--- src/rtl/lpps_pkg.sv ---
package lpps_pkg;

    localparam int PIXELS_PER_LINE = 32;
    localparam int PIXEL_BITS      = 8;

    localparam int THR_W  = 8;
    localparam int BASE_W = 8;
    localparam int PG_W   = 16;
    localparam int DG_W   = 12;
    localparam int REC_W  = 9;
    localparam int DMAX_W = 8;
    localparam int MS_W   = 16;
    localparam int ERR_W  = 16;
    localparam int DRV_W  = 9;
    localparam int ST_W   = 2;

    localparam int IDX_W      = $clog2(PIXELS_PER_LINE + 1);
    localparam int HALF       = PIXELS_PER_LINE / 2;
    localparam int MAX_WEIGHT = PIXELS_PER_LINE - HALF;
    localparam int WS_W       = $clog2(MAX_WEIGHT * PIXELS_PER_LINE + 1) + 1;
    localparam int CMP_W      = (PIXEL_BITS > THR_W) ? PIXEL_BITS : THR_W;

    localparam int ERR_FRAC = 10;
    localparam int ERR_QW   = $clog2(MAX_WEIGHT * (2 ** ERR_FRAC) + 1);
    localparam int DRV_QW   = 11;
    localparam int Q_W      = (ERR_QW > DRV_QW) ? ERR_QW : DRV_QW;
    localparam int CNT_W    = $clog2(Q_W);
    localparam int EQ_W     = ((ERR_QW > ERR_W) ? ERR_QW : ERR_W) + 1;
    localparam logic signed [EQ_W-1:0] ERR_HI = EQ_W'(2 ** (ERR_W - 1) - 1);
    localparam logic signed [EQ_W-1:0] ERR_LO = -EQ_W'(2 ** (ERR_W - 1));

    localparam int DEN_SH = 18;
    localparam int D_SH   = 8;
    localparam int DIFF_W = ERR_W + 1;
    localparam int T1_W   = ERR_W + PG_W + 1;
    localparam int T2_W   = DIFF_W + DG_W + 1;
    localparam int BM_W   = BASE_W + MS_W;
    localparam int N_W    = T1_W + MS_W + 1;
    localparam int REM_W  = N_W - 1;

    localparam int NUM_REGS  = 7;
    localparam int DATA_W    = 32;
    localparam int ADDR_W    = $clog2(NUM_REGS * 4);
    localparam int REG_IDX_W = ADDR_W - 2;

    typedef enum logic [REG_IDX_W-1:0] {
        REG_WHITE_THRESHOLD,
        REG_BASE_SPEED,
        REG_P_GAIN,
        REG_D_GAIN,
        REG_RECOVER_FAST,
        REG_RECOVER_SLOW,
        REG_DRIVE_MAX
    } t_reg_idx;

    localparam logic [ST_W-1:0] LS_TRACK = 2'd0;
    localparam logic [ST_W-1:0] LS_LOST  = 2'd1;
    localparam logic [ST_W-1:0] LS_WHITE = 2'd2;

    localparam logic [THR_W-1:0]         RST_WHITE_THRESHOLD = 8'd125;
    localparam logic [BASE_W-1:0]        RST_BASE_SPEED      = 8'd90;
    localparam logic [PG_W-1:0]          RST_P_GAIN          = 16'd448;
    localparam logic [DG_W-1:0]          RST_D_GAIN          = 12'd340;
    localparam logic signed [REC_W-1:0]  RST_RECOVER_FAST    = 9'sd40;
    localparam logic signed [REC_W-1:0]  RST_RECOVER_SLOW    = -9'sd15;
    localparam logic [DMAX_W-1:0]        RST_DRIVE_MAX       = 8'd255;

    typedef struct packed {
        logic [THR_W-1:0]        white_threshold;
        logic [BASE_W-1:0]       base_speed;
        logic [PG_W-1:0]         p_gain;
        logic [DG_W-1:0]         d_gain;
        logic signed [REC_W-1:0] recover_fast;
        logic signed [REC_W-1:0] recover_slow;
        logic [DMAX_W-1:0]       drive_max;
    } t_cfg;

    typedef struct packed {
        logic pix_acc;
        logic ld_err_div;
        logic div_step;
        logic err_ld;
        logic mul1;
        logic mul2;
        logic num;
        logic nlr;
        logic ld_drv_div;
        logic fin_lost;
        logic fin_white;
        logic fin_track;
        logic out_ld;
    } t_cmd;

    typedef struct packed {
        logic lost;
        logic all_white;
    } t_sts;

endpackage

--- src/rtl/lpps_if.sv ---
interface lpps_pix_if;
    import lpps_pkg::*;

    logic                  valid;
    logic                  ready;
    logic [PIXEL_BITS-1:0] pixel_value;
    logic                  last_in_line;
    logic [MS_W-1:0]       elapsed_ms;

    modport source (output valid, output pixel_value, output last_in_line,
                    output elapsed_ms, input ready);
    modport sink   (input valid, input pixel_value, input last_in_line,
                    input elapsed_ms, output ready);
endinterface

interface lpps_drv_if;
    import lpps_pkg::*;

    logic                    valid;
    logic                    ready;
    logic signed [DRV_W-1:0] left_drive;
    logic signed [DRV_W-1:0] right_drive;
    logic [ST_W-1:0]         line_state;

    modport source (output valid, output left_drive, output right_drive,
                    output line_state, input ready);
    modport sink   (input valid, input left_drive, input right_drive,
                    input line_state, output ready);
endinterface

--- src/rtl/lpps_regs.sv ---
module lpps_regs (
    input  logic                          i_clk,
    input  logic                          i_rst_n,
    input  logic                          psel,
    input  logic                          penable,
    input  logic                          pwrite,
    input  logic [lpps_pkg::ADDR_W-1:0]   paddr,
    input  logic [lpps_pkg::DATA_W-1:0]   pwdata,
    output logic [lpps_pkg::DATA_W-1:0]   prdata,
    output logic                          pready,
    output lpps_pkg::t_cfg                o_cfg
);
    import lpps_pkg::*;

    t_cfg     r_cfg;
    t_reg_idx w_idx;
    logic     w_wr;

    assign w_idx  = t_reg_idx'(paddr[ADDR_W-1:2]);
    assign w_wr   = psel && penable && pwrite;
    assign pready = 1'b1;
    assign o_cfg  = r_cfg;

    always_ff @(posedge i_clk) begin
        if (!i_rst_n) begin
            r_cfg.white_threshold <= RST_WHITE_THRESHOLD;
            r_cfg.base_speed      <= RST_BASE_SPEED;
            r_cfg.p_gain          <= RST_P_GAIN;
            r_cfg.d_gain          <= RST_D_GAIN;
            r_cfg.recover_fast    <= RST_RECOVER_FAST;
            r_cfg.recover_slow    <= RST_RECOVER_SLOW;
            r_cfg.drive_max       <= RST_DRIVE_MAX;
        end else if (w_wr) begin
            case (w_idx)
                REG_WHITE_THRESHOLD: r_cfg.white_threshold <= pwdata[THR_W-1:0];
                REG_BASE_SPEED:      r_cfg.base_speed      <= pwdata[BASE_W-1:0];
                REG_P_GAIN:          r_cfg.p_gain          <= pwdata[PG_W-1:0];
                REG_D_GAIN:          r_cfg.d_gain          <= pwdata[DG_W-1:0];
                REG_RECOVER_FAST:    r_cfg.recover_fast    <= $signed(pwdata[REC_W-1:0]);
                REG_RECOVER_SLOW:    r_cfg.recover_slow    <= $signed(pwdata[REC_W-1:0]);
                REG_DRIVE_MAX:       r_cfg.drive_max       <= pwdata[DMAX_W-1:0];
                default: ;
            endcase
        end
    end

    always_comb begin
        case (w_idx)
            REG_WHITE_THRESHOLD: prdata = DATA_W'(r_cfg.white_threshold);
            REG_BASE_SPEED:      prdata = DATA_W'(r_cfg.base_speed);
            REG_P_GAIN:          prdata = DATA_W'(r_cfg.p_gain);
            REG_D_GAIN:          prdata = DATA_W'(r_cfg.d_gain);
            REG_RECOVER_FAST:    prdata = DATA_W'($unsigned(r_cfg.recover_fast));
            REG_RECOVER_SLOW:    prdata = DATA_W'($unsigned(r_cfg.recover_slow));
            REG_DRIVE_MAX:       prdata = DATA_W'(r_cfg.drive_max);
            default:             prdata = '0;
        endcase
    end

endmodule

--- src/rtl/lpps_ctrl.sv ---
module lpps_ctrl (
    input  logic             i_clk,
    input  logic             i_rst_n,
    input  logic             i_in_valid,
    input  logic             i_in_last,
    output logic             o_in_ready,
    input  logic             i_out_ready,
    output logic             o_out_valid,
    input  lpps_pkg::t_sts   i_sts,
    output lpps_pkg::t_cmd   o_cmd
);
    import lpps_pkg::*;

    typedef enum logic [3:0] {
        S_IDLE,
        S_CLASS,
        S_EDIV,
        S_ERR,
        S_MUL1,
        S_MUL2,
        S_NUM,
        S_NLR,
        S_DLD,
        S_DDIV,
        S_FIN,
        S_OUT
    } t_state;

    t_state           r_state, n_state;
    logic [CNT_W-1:0] r_cnt, n_cnt;
    logic             r_out_valid, n_out_valid;

    assign o_in_ready  = (r_state == S_IDLE);
    assign o_out_valid = r_out_valid;

    always_comb begin
        n_state     = r_state;
        n_cnt       = r_cnt;
        n_out_valid = r_out_valid;
        o_cmd       = '0;
        if (i_out_ready) n_out_valid = 1'b0;
        case (r_state)
            S_IDLE: begin
                if (i_in_valid) begin
                    o_cmd.pix_acc = 1'b1;
                    if (i_in_last) n_state = S_CLASS;
                end
            end
            S_CLASS: begin
                if (i_sts.lost) begin
                    o_cmd.fin_lost = 1'b1;
                    n_state        = S_OUT;
                end else if (i_sts.all_white) begin
                    o_cmd.fin_white = 1'b1;
                    n_state         = S_OUT;
                end else begin
                    o_cmd.ld_err_div = 1'b1;
                    n_cnt            = CNT_W'(ERR_QW - 1);
                    n_state          = S_EDIV;
                end
            end
            S_EDIV: begin
                o_cmd.div_step = 1'b1;
                if (r_cnt == '0) n_state = S_ERR;
                else             n_cnt   = r_cnt - 1'b1;
            end
            S_ERR: begin
                o_cmd.err_ld = 1'b1;
                n_state      = S_MUL1;
            end
            S_MUL1: begin
                o_cmd.mul1 = 1'b1;
                n_state    = S_MUL2;
            end
            S_MUL2: begin
                o_cmd.mul2 = 1'b1;
                n_state    = S_NUM;
            end
            S_NUM: begin
                o_cmd.num = 1'b1;
                n_state   = S_NLR;
            end
            S_NLR: begin
                o_cmd.nlr = 1'b1;
                n_state   = S_DLD;
            end
            S_DLD: begin
                o_cmd.ld_drv_div = 1'b1;
                n_cnt            = CNT_W'(DRV_QW - 1);
                n_state          = S_DDIV;
            end
            S_DDIV: begin
                o_cmd.div_step = 1'b1;
                if (r_cnt == '0) n_state = S_FIN;
                else             n_cnt   = r_cnt - 1'b1;
            end
            S_FIN: begin
                o_cmd.fin_track = 1'b1;
                n_state         = S_OUT;
            end
            S_OUT: begin
                if (!r_out_valid || i_out_ready) begin
                    o_cmd.out_ld = 1'b1;
                    n_out_valid  = 1'b1;
                    n_state      = S_IDLE;
                end
            end
            default: n_state = S_IDLE;
        endcase
    end

    always_ff @(posedge i_clk) begin
        if (!i_rst_n) begin
            r_state     <= S_IDLE;
            r_cnt       <= '0;
            r_out_valid <= 1'b0;
        end else begin
            r_state     <= n_state;
            r_cnt       <= n_cnt;
            r_out_valid <= n_out_valid;
        end
    end

endmodule

--- src/rtl/lpps_dp.sv ---
module lpps_dp (
    input  logic                                 i_clk,
    input  logic                                 i_rst_n,
    input  lpps_pkg::t_cfg                       i_cfg,
    input  lpps_pkg::t_cmd                       i_cmd,
    output lpps_pkg::t_sts                       o_sts,
    input  logic [lpps_pkg::PIXEL_BITS-1:0]      i_pixel_value,
    input  logic [lpps_pkg::MS_W-1:0]            i_elapsed_ms,
    output logic signed [lpps_pkg::DRV_W-1:0]    o_left_drive,
    output logic signed [lpps_pkg::DRV_W-1:0]    o_right_drive,
    output logic [lpps_pkg::ST_W-1:0]            o_line_state
);
    import lpps_pkg::*;

    function automatic logic signed [DRV_W-1:0] clamp_drive(
        input logic signed [DRV_W-1:0] v,
        input logic [DMAX_W-1:0]       dm
    );
        logic signed [DRV_W:0] v_x;
        logic signed [DRV_W:0] m_x;
        v_x = {v[DRV_W-1], v};
        m_x = $signed((DRV_W + 1)'(dm));
        if (v_x > m_x)       return DRV_W'(m_x);
        else if (v_x < -m_x) return DRV_W'(-m_x);
        else                 return v;
    endfunction

    function automatic logic signed [DRV_W-1:0] drive_of(
        input logic [DRV_QW-1:0] q,
        input logic              neg,
        input logic [DMAX_W-1:0] dm
    );
        logic [DMAX_W-1:0] mag;
        mag = (q > DRV_QW'(dm)) ? dm : DMAX_W'(q);
        return neg ? -$signed(DRV_W'(mag)) : $signed(DRV_W'(mag));
    endfunction

    logic [IDX_W-1:0]         r_idx;
    logic [IDX_W-1:0]         r_wc;
    logic signed [WS_W-1:0]   r_ws;
    logic [MS_W-1:0]          r_ms;
    logic signed [ERR_W-1:0]  r_prev;
    logic signed [DRV_W-1:0]  r_held_l, r_held_r;
    logic [ST_W-1:0]          r_st;

    logic [REM_W-1:0]         r_rem_l, r_rem_r, r_dv;
    logic [Q_W-1:0]           r_q_l, r_q_r;
    logic                     r_neg_l, r_neg_r;

    logic signed [ERR_W-1:0]  r_err;
    logic signed [DIFF_W-1:0] r_diff;
    logic signed [T1_W-1:0]   r_t1;
    logic signed [T2_W-1:0]   r_t2;
    logic [BM_W-1:0]          r_bm;
    logic signed [N_W-1:0]    r_t3, r_num, r_nl, r_nr;

    logic signed [DRV_W-1:0]  r_o_left, r_o_right;
    logic [ST_W-1:0]          r_o_st;

    logic signed [WS_W-1:0]   w_idx_s, w_weight;
    logic                     w_white;
    logic [WS_W-1:0]          w_ws_mag;
    logic [EQ_W-1:0]          w_qe;
    logic signed [EQ_W-1:0]   w_ev;
    logic signed [ERR_W-1:0]  n_err;
    logic signed [N_W-1:0]    w_sp;
    logic [N_W-1:0]           w_nl_mag, w_nr_mag;
    logic signed [DRV_W-1:0]  n_lost_l, n_lost_r;

    assign o_sts.lost      = (r_wc == '0);
    assign o_sts.all_white = (r_wc == r_idx);

    assign o_left_drive  = r_o_left;
    assign o_right_drive = r_o_right;
    assign o_line_state  = r_o_st;

    always_comb begin
        w_idx_s  = $signed(WS_W'(r_idx));
        if (r_idx < IDX_W'(HALF)) w_weight = w_idx_s - $signed(WS_W'(HALF));
        else                      w_weight = w_idx_s - $signed(WS_W'(HALF)) + $signed(WS_W'(1));
        w_white  = CMP_W'(i_pixel_value) > CMP_W'(i_cfg.white_threshold);

        w_ws_mag = r_ws[WS_W-1] ? WS_W'(-r_ws) : WS_W'(r_ws);

        w_qe = EQ_W'(r_q_l[ERR_QW-1:0]);
        w_ev = r_neg_l ? -$signed(w_qe) : $signed(w_qe);
        if (w_ev > ERR_HI)      n_err = ERR_W'(ERR_HI);
        else if (w_ev < ERR_LO) n_err = ERR_W'(ERR_LO);
        else                    n_err = ERR_W'(w_ev);

        w_sp     = $signed(N_W'(r_bm)) <<< DEN_SH;
        w_nl_mag = r_nl[N_W-1] ? N_W'(-r_nl) : N_W'(r_nl);
        w_nr_mag = r_nr[N_W-1] ? N_W'(-r_nr) : N_W'(r_nr);

        if (r_prev > 0) begin
            n_lost_l = i_cfg.recover_slow;
            n_lost_r = i_cfg.recover_fast;
        end else if (r_prev < 0) begin
            n_lost_l = i_cfg.recover_fast;
            n_lost_r = i_cfg.recover_slow;
        end else begin
            n_lost_l = r_held_l;
            n_lost_r = r_held_r;
        end
    end

    always_ff @(posedge i_clk) begin
        if (!i_rst_n) begin
            r_idx    <= '0;
            r_wc     <= '0;
            r_ws     <= '0;
            r_prev   <= '0;
            r_held_l <= '0;
            r_held_r <= '0;
        end else begin
            if (i_cmd.pix_acc && (r_idx < IDX_W'(PIXELS_PER_LINE))) begin
                r_idx <= r_idx + 1'b1;
                if (w_white) begin
                    r_wc <= r_wc + 1'b1;
                    r_ws <= r_ws + w_weight;
                end
            end
            if (i_cmd.fin_lost || i_cmd.fin_white || i_cmd.fin_track) begin
                r_idx <= '0;
                r_wc  <= '0;
                r_ws  <= '0;
            end
            if (i_cmd.fin_lost) begin
                r_prev   <= '0;
                r_held_l <= clamp_drive(n_lost_l, i_cfg.drive_max);
                r_held_r <= clamp_drive(n_lost_r, i_cfg.drive_max);
            end
            if (i_cmd.fin_white) begin
                r_prev   <= '0;
                r_held_l <= clamp_drive(r_held_l, i_cfg.drive_max);
                r_held_r <= clamp_drive(r_held_r, i_cfg.drive_max);
            end
            if (i_cmd.fin_track) begin
                r_prev   <= r_err;
                r_held_l <= drive_of(r_q_l[DRV_QW-1:0], r_neg_l, i_cfg.drive_max);
                r_held_r <= drive_of(r_q_r[DRV_QW-1:0], r_neg_r, i_cfg.drive_max);
            end
        end
    end

    always_ff @(posedge i_clk) begin
        if (i_cmd.pix_acc) r_ms <= (i_elapsed_ms == '0) ? MS_W'(1) : i_elapsed_ms;
        if (i_cmd.fin_lost)  r_st <= LS_LOST;
        if (i_cmd.fin_white) r_st <= LS_WHITE;
        if (i_cmd.fin_track) r_st <= LS_TRACK;

        if (i_cmd.ld_err_div) begin
            r_rem_l <= REM_W'(w_ws_mag) << ERR_FRAC;
            r_rem_r <= '0;
            r_dv    <= REM_W'(r_wc) << (ERR_QW - 1);
            r_q_l   <= '0;
            r_q_r   <= '0;
            r_neg_l <= r_ws[WS_W-1];
            r_neg_r <= 1'b0;
        end else if (i_cmd.ld_drv_div) begin
            r_rem_l <= w_nl_mag[REM_W-1:0];
            r_rem_r <= w_nr_mag[REM_W-1:0];
            r_dv    <= REM_W'(r_ms) << (DEN_SH + DRV_QW - 1);
            r_q_l   <= '0;
            r_q_r   <= '0;
            r_neg_l <= r_nl[N_W-1];
            r_neg_r <= r_nr[N_W-1];
        end else if (i_cmd.div_step) begin
            if (r_rem_l >= r_dv) begin
                r_rem_l <= r_rem_l - r_dv;
                r_q_l   <= {r_q_l[Q_W-2:0], 1'b1};
            end else begin
                r_q_l   <= {r_q_l[Q_W-2:0], 1'b0};
            end
            if (r_rem_r >= r_dv) begin
                r_rem_r <= r_rem_r - r_dv;
                r_q_r   <= {r_q_r[Q_W-2:0], 1'b1};
            end else begin
                r_q_r   <= {r_q_r[Q_W-2:0], 1'b0};
            end
            r_dv <= r_dv >> 1;
        end

        if (i_cmd.err_ld) begin
            r_err  <= n_err;
            r_diff <= $signed(DIFF_W'(n_err)) - $signed(DIFF_W'(r_prev));
        end
        if (i_cmd.mul1) begin
            r_t1 <= $signed(T1_W'(r_err)) * $signed({1'b0, i_cfg.p_gain});
            r_t2 <= $signed(T2_W'(r_diff)) * $signed({1'b0, i_cfg.d_gain});
            r_bm <= BM_W'(i_cfg.base_speed) * BM_W'(r_ms);
        end
        if (i_cmd.mul2) r_t3  <= $signed(N_W'(r_t1)) * $signed({1'b0, r_ms});
        if (i_cmd.num)  r_num <= r_t3 + ($signed(N_W'(r_t2)) <<< D_SH);
        if (i_cmd.nlr) begin
            r_nl <= w_sp - r_num;
            r_nr <= w_sp + r_num;
        end

        if (i_cmd.out_ld) begin
            r_o_left  <= r_held_l;
            r_o_right <= r_held_r;
            r_o_st    <= r_st;
        end
    end

endmodule

--- src/rtl/line_position_pd_steering.sv ---
// PD steering from one scan line. Pixels are taken one per cycle while a line
// is being collected; each of the first 32 is compared with white_threshold,
// and those above it are counted and weighted by their position. The pixel
// flagged last_in_line closes the line and produces one request of left and
// right drive plus line state. A lost or all-white line goes from S_CLASS to
// S_OUT; a tracked line also runs the shared restoring divider: 15 steps for
// the position error (weighted sum over white count, Q6.10) and 11 steps that
// divide both drive numerators by the elapsed time at once. No pixel is taken
// until S_OUT loads the request; a finished request waits in the output
// register while the next line is collected. Configuration registers sit at
// byte address 4*i of the APB port: white_threshold, base_speed, p_gain,
// d_gain, recover_fast, recover_slow, drive_max.
module line_position_pd_steering (
    input  logic                          i_clk,
    input  logic                          i_rst_n,
    lpps_pix_if.sink                      i_pix,
    lpps_drv_if.source                    o_drv,
    input  logic                          psel,
    input  logic                          penable,
    input  logic                          pwrite,
    input  logic [lpps_pkg::ADDR_W-1:0]   paddr,
    input  logic [lpps_pkg::DATA_W-1:0]   pwdata,
    output logic [lpps_pkg::DATA_W-1:0]   prdata,
    output logic                          pready
);
    import lpps_pkg::*;

    t_cfg w_cfg;
    t_cmd w_cmd;
    t_sts w_sts;

    lpps_regs u_regs (
        .i_clk   (i_clk),
        .i_rst_n (i_rst_n),
        .psel    (psel),
        .penable (penable),
        .pwrite  (pwrite),
        .paddr   (paddr),
        .pwdata  (pwdata),
        .prdata  (prdata),
        .pready  (pready),
        .o_cfg   (w_cfg)
    );

    lpps_ctrl u_ctrl (
        .i_clk       (i_clk),
        .i_rst_n     (i_rst_n),
        .i_in_valid  (i_pix.valid),
        .i_in_last   (i_pix.last_in_line),
        .o_in_ready  (i_pix.ready),
        .i_out_ready (o_drv.ready),
        .o_out_valid (o_drv.valid),
        .i_sts       (w_sts),
        .o_cmd       (w_cmd)
    );

    lpps_dp u_dp (
        .i_clk         (i_clk),
        .i_rst_n       (i_rst_n),
        .i_cfg         (w_cfg),
        .i_cmd         (w_cmd),
        .o_sts         (w_sts),
        .i_pixel_value (i_pix.pixel_value),
        .i_elapsed_ms  (i_pix.elapsed_ms),
        .o_left_drive  (o_drv.left_drive),
        .o_right_drive (o_drv.right_drive),
        .o_line_state  (o_drv.line_state)
    );

endmodule

--- src/flat_wrapper.sv ---
// flat-port wrapper written by rule: the top's interface ports become plain ports
module line_position_pd_steering_flat import lpps_pkg::*;
  (i_clk, i_rst_n, psel, penable, pwrite, paddr, pwdata, prdata, pready, i_pix_valid, i_pix_pixel_value, i_pix_last_in_line, i_pix_elapsed_ms, i_pix_ready, o_drv_valid, o_drv_left_drive, o_drv_right_drive, o_drv_line_state, o_drv_ready);
  lpps_pix_if i_pix_i ();
  lpps_drv_if o_drv_i ();
  input  logic i_clk;
  input  logic i_rst_n;
  input  logic psel;
  input  logic penable;
  input  logic pwrite;
  input  logic [lpps_pkg::ADDR_W-1:0] paddr;
  input  logic [lpps_pkg::DATA_W-1:0] pwdata;
  output logic [lpps_pkg::DATA_W-1:0] prdata;
  output logic pready;
  input wire logic [$bits(i_pix_i.valid)-1:0] i_pix_valid;
  input wire logic [$bits(i_pix_i.pixel_value)-1:0] i_pix_pixel_value;
  input wire logic [$bits(i_pix_i.last_in_line)-1:0] i_pix_last_in_line;
  input wire logic [$bits(i_pix_i.elapsed_ms)-1:0] i_pix_elapsed_ms;
  output wire logic [$bits(i_pix_i.ready)-1:0] i_pix_ready;
  output wire logic [$bits(o_drv_i.valid)-1:0] o_drv_valid;
  output wire logic [$bits(o_drv_i.left_drive)-1:0] o_drv_left_drive;
  output wire logic [$bits(o_drv_i.right_drive)-1:0] o_drv_right_drive;
  output wire logic [$bits(o_drv_i.line_state)-1:0] o_drv_line_state;
  input wire logic [$bits(o_drv_i.ready)-1:0] o_drv_ready;
  assign i_pix_i.valid = i_pix_valid;
  assign i_pix_i.pixel_value = i_pix_pixel_value;
  assign i_pix_i.last_in_line = i_pix_last_in_line;
  assign i_pix_i.elapsed_ms = i_pix_elapsed_ms;
  assign i_pix_ready = i_pix_i.ready;
  assign o_drv_valid = o_drv_i.valid;
  assign o_drv_left_drive = o_drv_i.left_drive;
  assign o_drv_right_drive = o_drv_i.right_drive;
  assign o_drv_line_state = o_drv_i.line_state;
  assign o_drv_i.ready = o_drv_ready;
  line_position_pd_steering u_core (.i_clk(i_clk), .i_rst_n(i_rst_n), .i_pix(i_pix_i), .o_drv(o_drv_i), .psel(psel), .penable(penable), .pwrite(pwrite), .paddr(paddr), .pwdata(pwdata), .prdata(prdata), .pready(pready));
endmodule
--- config.mk ---
export PLATFORM = sky130hd
export DESIGN_NAME = line_position_pd_steering_flat
export DESIGN_NICKNAME = d
export VERILOG_FILES = /design/src/rtl/lpps_pkg.sv /design/src/rtl/lpps_if.sv /design/src/rtl/lpps_regs.sv /design/src/rtl/lpps_ctrl.sv /design/src/rtl/lpps_dp.sv /design/src/rtl/line_position_pd_steering.sv /design/src/flat_wrapper.sv
export SDC_FILE = /design/constraint.sdc
export NUM_CORES = 2
export LEC_CHECK = 0
export BUFFER_PORTS_ARGS = -buffer_cell sky130_fd_sc_hd__buf_2
export CAP_MARGIN = 20
export CORE_MARGIN = 2
export CORE_UTILIZATION = 55
export DETAILED_ROUTE_END_ITERATION = 12
export PLACE_DENSITY = 0.71
export SLEW_MARGIN = 20
export SYNTH_ARGS = -nofsm -noshare
export SYNTH_HDL_FRONTEND = slang
export SYNTH_SLANG_ARGS = --single-unit
--- constraint.sdc ---
create_clock -name i_clk -period 12.6 [get_ports i_clk]
set_clock_uncertainty 0.05 [all_clocks]
set_input_delay 1.26 -clock i_clk [delete_from_list [all_inputs] [get_ports i_clk]]
set_output_delay 1.26 -clock i_clk [all_outputs]
set_load 0.02 [all_outputs]
==> metrics.csv <==
metric;value;unit
status;completed;
die_x;383;um
path_cells;nand2_1 -> fa_1 -> inv_1 -> fa_1 -> fa_1 -> fa_1 -> fa_1 -> inv_1 -> fa_1 -> inv_1 -> ha_1 -> and3_1 -> and4_1 -> nor2b_1 -> nand4_1 -> a21boi_1 -> a311oi_1 -> o211ai_1 -> nand3_1 -> o21ai_1 -> a41o_1 -> o311ai_1;
async_flop_share;0;%
finalCritPeriodShare;60.8;%
grtUsageTotal;28.4;%
yosysWarningCount;0;
ioPinCount;124;
grt_pass1_vias;61700;
cap_viol_max_count;0;
fin_crit;7.66;ns
critical_path_class;flip-flop to flip-flop;
final_cells;10600;
clk_latency;0.71;ns
core_area;142000;um2
rows;138;
seq_area_frac_synth;21.6;%
cts_tree;built;
clk_pin_slew;0.06;ns
slew_viol_final;0;
finalSetupViolCount;0;
clock-root-buffer;clkbuf_16;
rsz0062_at_grt;false;
cp_data_arrival_time;8.02;ns
dpl.cell_count;10400;
synth_top_cells_by_area;fa_1 25%, edfxtp_1 14%, ha_1 11%, dfxtp_1 7.4%, inv_1 6.3%;
grt_max_degree;87;
post_dp_cell_area;80700;um2
worst_slew_pin_slew;1.25;ns
worstPathMaxFanout;16;
gp_congestion;0.975;
wl;207000;um
overflow;0;
timing.fmax;131;MHz
viasPerCell;5.75;
cts_made_buffers;78;
slowest_stage;edfxtp_1;
start_util;55.5;%
wire_per_inst;19.6;um
cts.sinks;663;
dr_total_vias;60700;
antenna_found_initial;1;
hold_viol;0;
yosys.area.top_type;fa_1;
netlist_instances;8779;
dr.pass1.iters;6;
dieHeight;383;um
cp_slowest_stage_delay;1.00;ns
cpMostUsedCell;fa_1;
finalSetupTns;0;ns
worst-endpoint-required;12.96;ns
cts_max_level;3;
area_growth;5.76;%
synth-main-ff-cell;edfxtp_1;
drc;0;
grt_pass1_wl;330000;um
final_util;58.7;%
yosys.area.top_type_share;24.8;%
synth_edf_count;373;
end_kind;flip-flop;
relSlewSlack;16.4;%
drive_gt1_share;4.13;%
min_path_type;flip-flop to flip-flop;
final_cell_area;83400;um2
ant_nets;0;
die-area;146000;um2
hold_buffers;0;
start_kind;flip-flop;
cts_buffer_depth;3;
avgSynthCellArea;8.98;um2
ys_ff_latch;663;
finalNetCount;10300;
cts_resized;0;
synth.distinct_cells;91;
post_cts_buffers;0;
hpwl;161000;um
drtIter0Drc;4645;
synth_area;78800;um2
port_buffers;88;
[cell families (layout without fill, tap and decap cells)]
group	Yosys count	count (layout)	synth area share, %
AOI/OAI and AO/OA	1502	1502	12.0
xor gates and xnor gates	495	495	5.50
adders and majority gates	1638	1638	35.3
buffers and inverters	1761	1642	8.47
DFF	663	663	21.6
muxes	101	101	1.40
other	2	18	0.00953
and+or+nand+nor	2617	2617	15.8
[critical path, delay by kind of cell, from the launching register on]
kind | cells | cell delay [ns]
compound gates | 6 | 1.68
buf+inv | 3 | 0.14
flops | 1 | 1.00
simple gates | 6 | 1.16
fa+ha+maj | 7 | 3.34
[final cells by class]
cell class	count	area, um2
well taps	1890	2360
repair buffers	165	1020
clock inverters	46	541
fillers	12400	58600
diodes	1	2.50
flip-flops and latches	663	17000
inverters	1332	5000
multi-input cells	6370	55300
clock buffers	99	2130
[cells in the mapped netlist, types with 10 or more instances]
master / number
inv_1: 1326
nand2_1: 1176
fa_1: 975
ha_1: 663
and2_1: 510
a21oi_1: 485
clkbuf_1: 389
edfxtp_1: 373
nor2_1: 346
xnor2_1: 320
o21ai_0: 302
dfxtp_1: 290
xor2_1: 175
a21o_1: 161
nand3_1: 118
a211oi_1: 89
nor3_1: 84
mux2i_1: 80
nand2b_1: 69
nor2b_1: 67
o21a_1: 67
o21bai_1: 60
nand4_1: 51
o31ai_1: 48
or3_1: 43
a31oi_1: 38
nor4_1: 38
and3_1: 35
o22ai_1: 34
o211ai_1: 28
o41ai_1: 23
or4_1: 22
buf_1: 19
buf_4: 17
a311oi_1: 16
a21boi_0: 15
mux2_2: 15
a22oi_1: 14
o21ai_1: 13
a211o_1: 10
nor3b_1: 10
[through the flow]
step	hold slack [ns]	setup slack (ns)
after floorplan	0.350	3.78
after global placement	0.358	5.08
after detailed placement	0.358	5.09
after CTS	0.370	5.06
after global routing	0.375	4.62
final	0.368	4.94
[sequential cells by signal (all words and copies together), names as in the netlist, 11 cells and up]
| register | cells |
|---|---|
| u_core.u_dp.r_ws | 11 |
| u_core.u_dp.r_rem_l | 49 |
| u_core.u_dp.r_err | 16 |
| u_core.u_dp.r_nr | 49 |
| u_core.u_dp.r_prev | 16 |
| u_core.u_dp.r_nl | 50 |
| u_core.u_dp.r_ms | 16 |
| u_core.u_dp.r_t1 | 33 |
| u_core.u_dp.r_q_r | 11 |
| u_core.u_dp.r_num | 50 |
| u_core.u_dp.r_dv | 44 |
| u_core.u_regs.o_cfg | 70 |
| u_core.u_dp.r_bm | 24 |
| u_core.u_dp.r_t2 | 30 |
| u_core.u_dp.r_diff | 17 |
| u_core.u_dp.r_q_l | 15 |
| u_core.u_dp.r_rem_r | 49 |
| u_core.u_dp.r_t3 | 50 |
[final timing paths]
kind | from | to | slack, ns | depth (start not counted)
max | u_core.u_dp.r_t1[8] | u_core.u_dp.r_t3[48] | 4.94 | 22
min | u_core.u_dp.r_t3[3] | u_core.u_dp.r_num[3] | 0.37 | 0
max reg2reg | u_core.u_dp.r_t1[8] | u_core.u_dp.r_t3[48] | 4.94 | 22
min reg2reg | u_core.u_dp.r_t3[3] | u_core.u_dp.r_num[3] | 0.37 | 0
[placed cells by master, fill, tap and decap left out, types with 36 or more instances in the layout]
master,synthesis,layout
nand2_1,1176,1176
nand4_1,51,51
nor2b_1,67,67
mux2i_1,80,80
nor2_1,346,344
edfxtp_1,373,373
o21a_1,67,67
a21oi_1,485,484
o21ai_0,302,302
o31ai_1,48,47
dfxtp_1,290,290
buf_2,4,88
nand2b_1,69,69
nand3_1,118,118
and2_1,510,510
o21bai_1,60,60
a211oi_1,89,89
inv_1,1326,1325
xor2_1,175,175
a21o_1,161,160
or3_1,43,43
xnor2_1,320,320
fa_1,975,975
nor3_1,84,82
clkbuf_16,0,80
a31oi_1,38,36
buf_4,17,77
ha_1,663,663
[per-layer routing]
metal	up-vias	GRT usage (%)	share of wire, %
li1	28200	-	-
met1	30100	36.5	41
met2	1996	48.7	49
met3	427	3.73	6.4
met4	0	10.7	4.1
met5	-	0	0
Power is left out: the tool's default activity adds up to more than one toggle a clock period on the data nets, which glitch-free logic cannot reach.
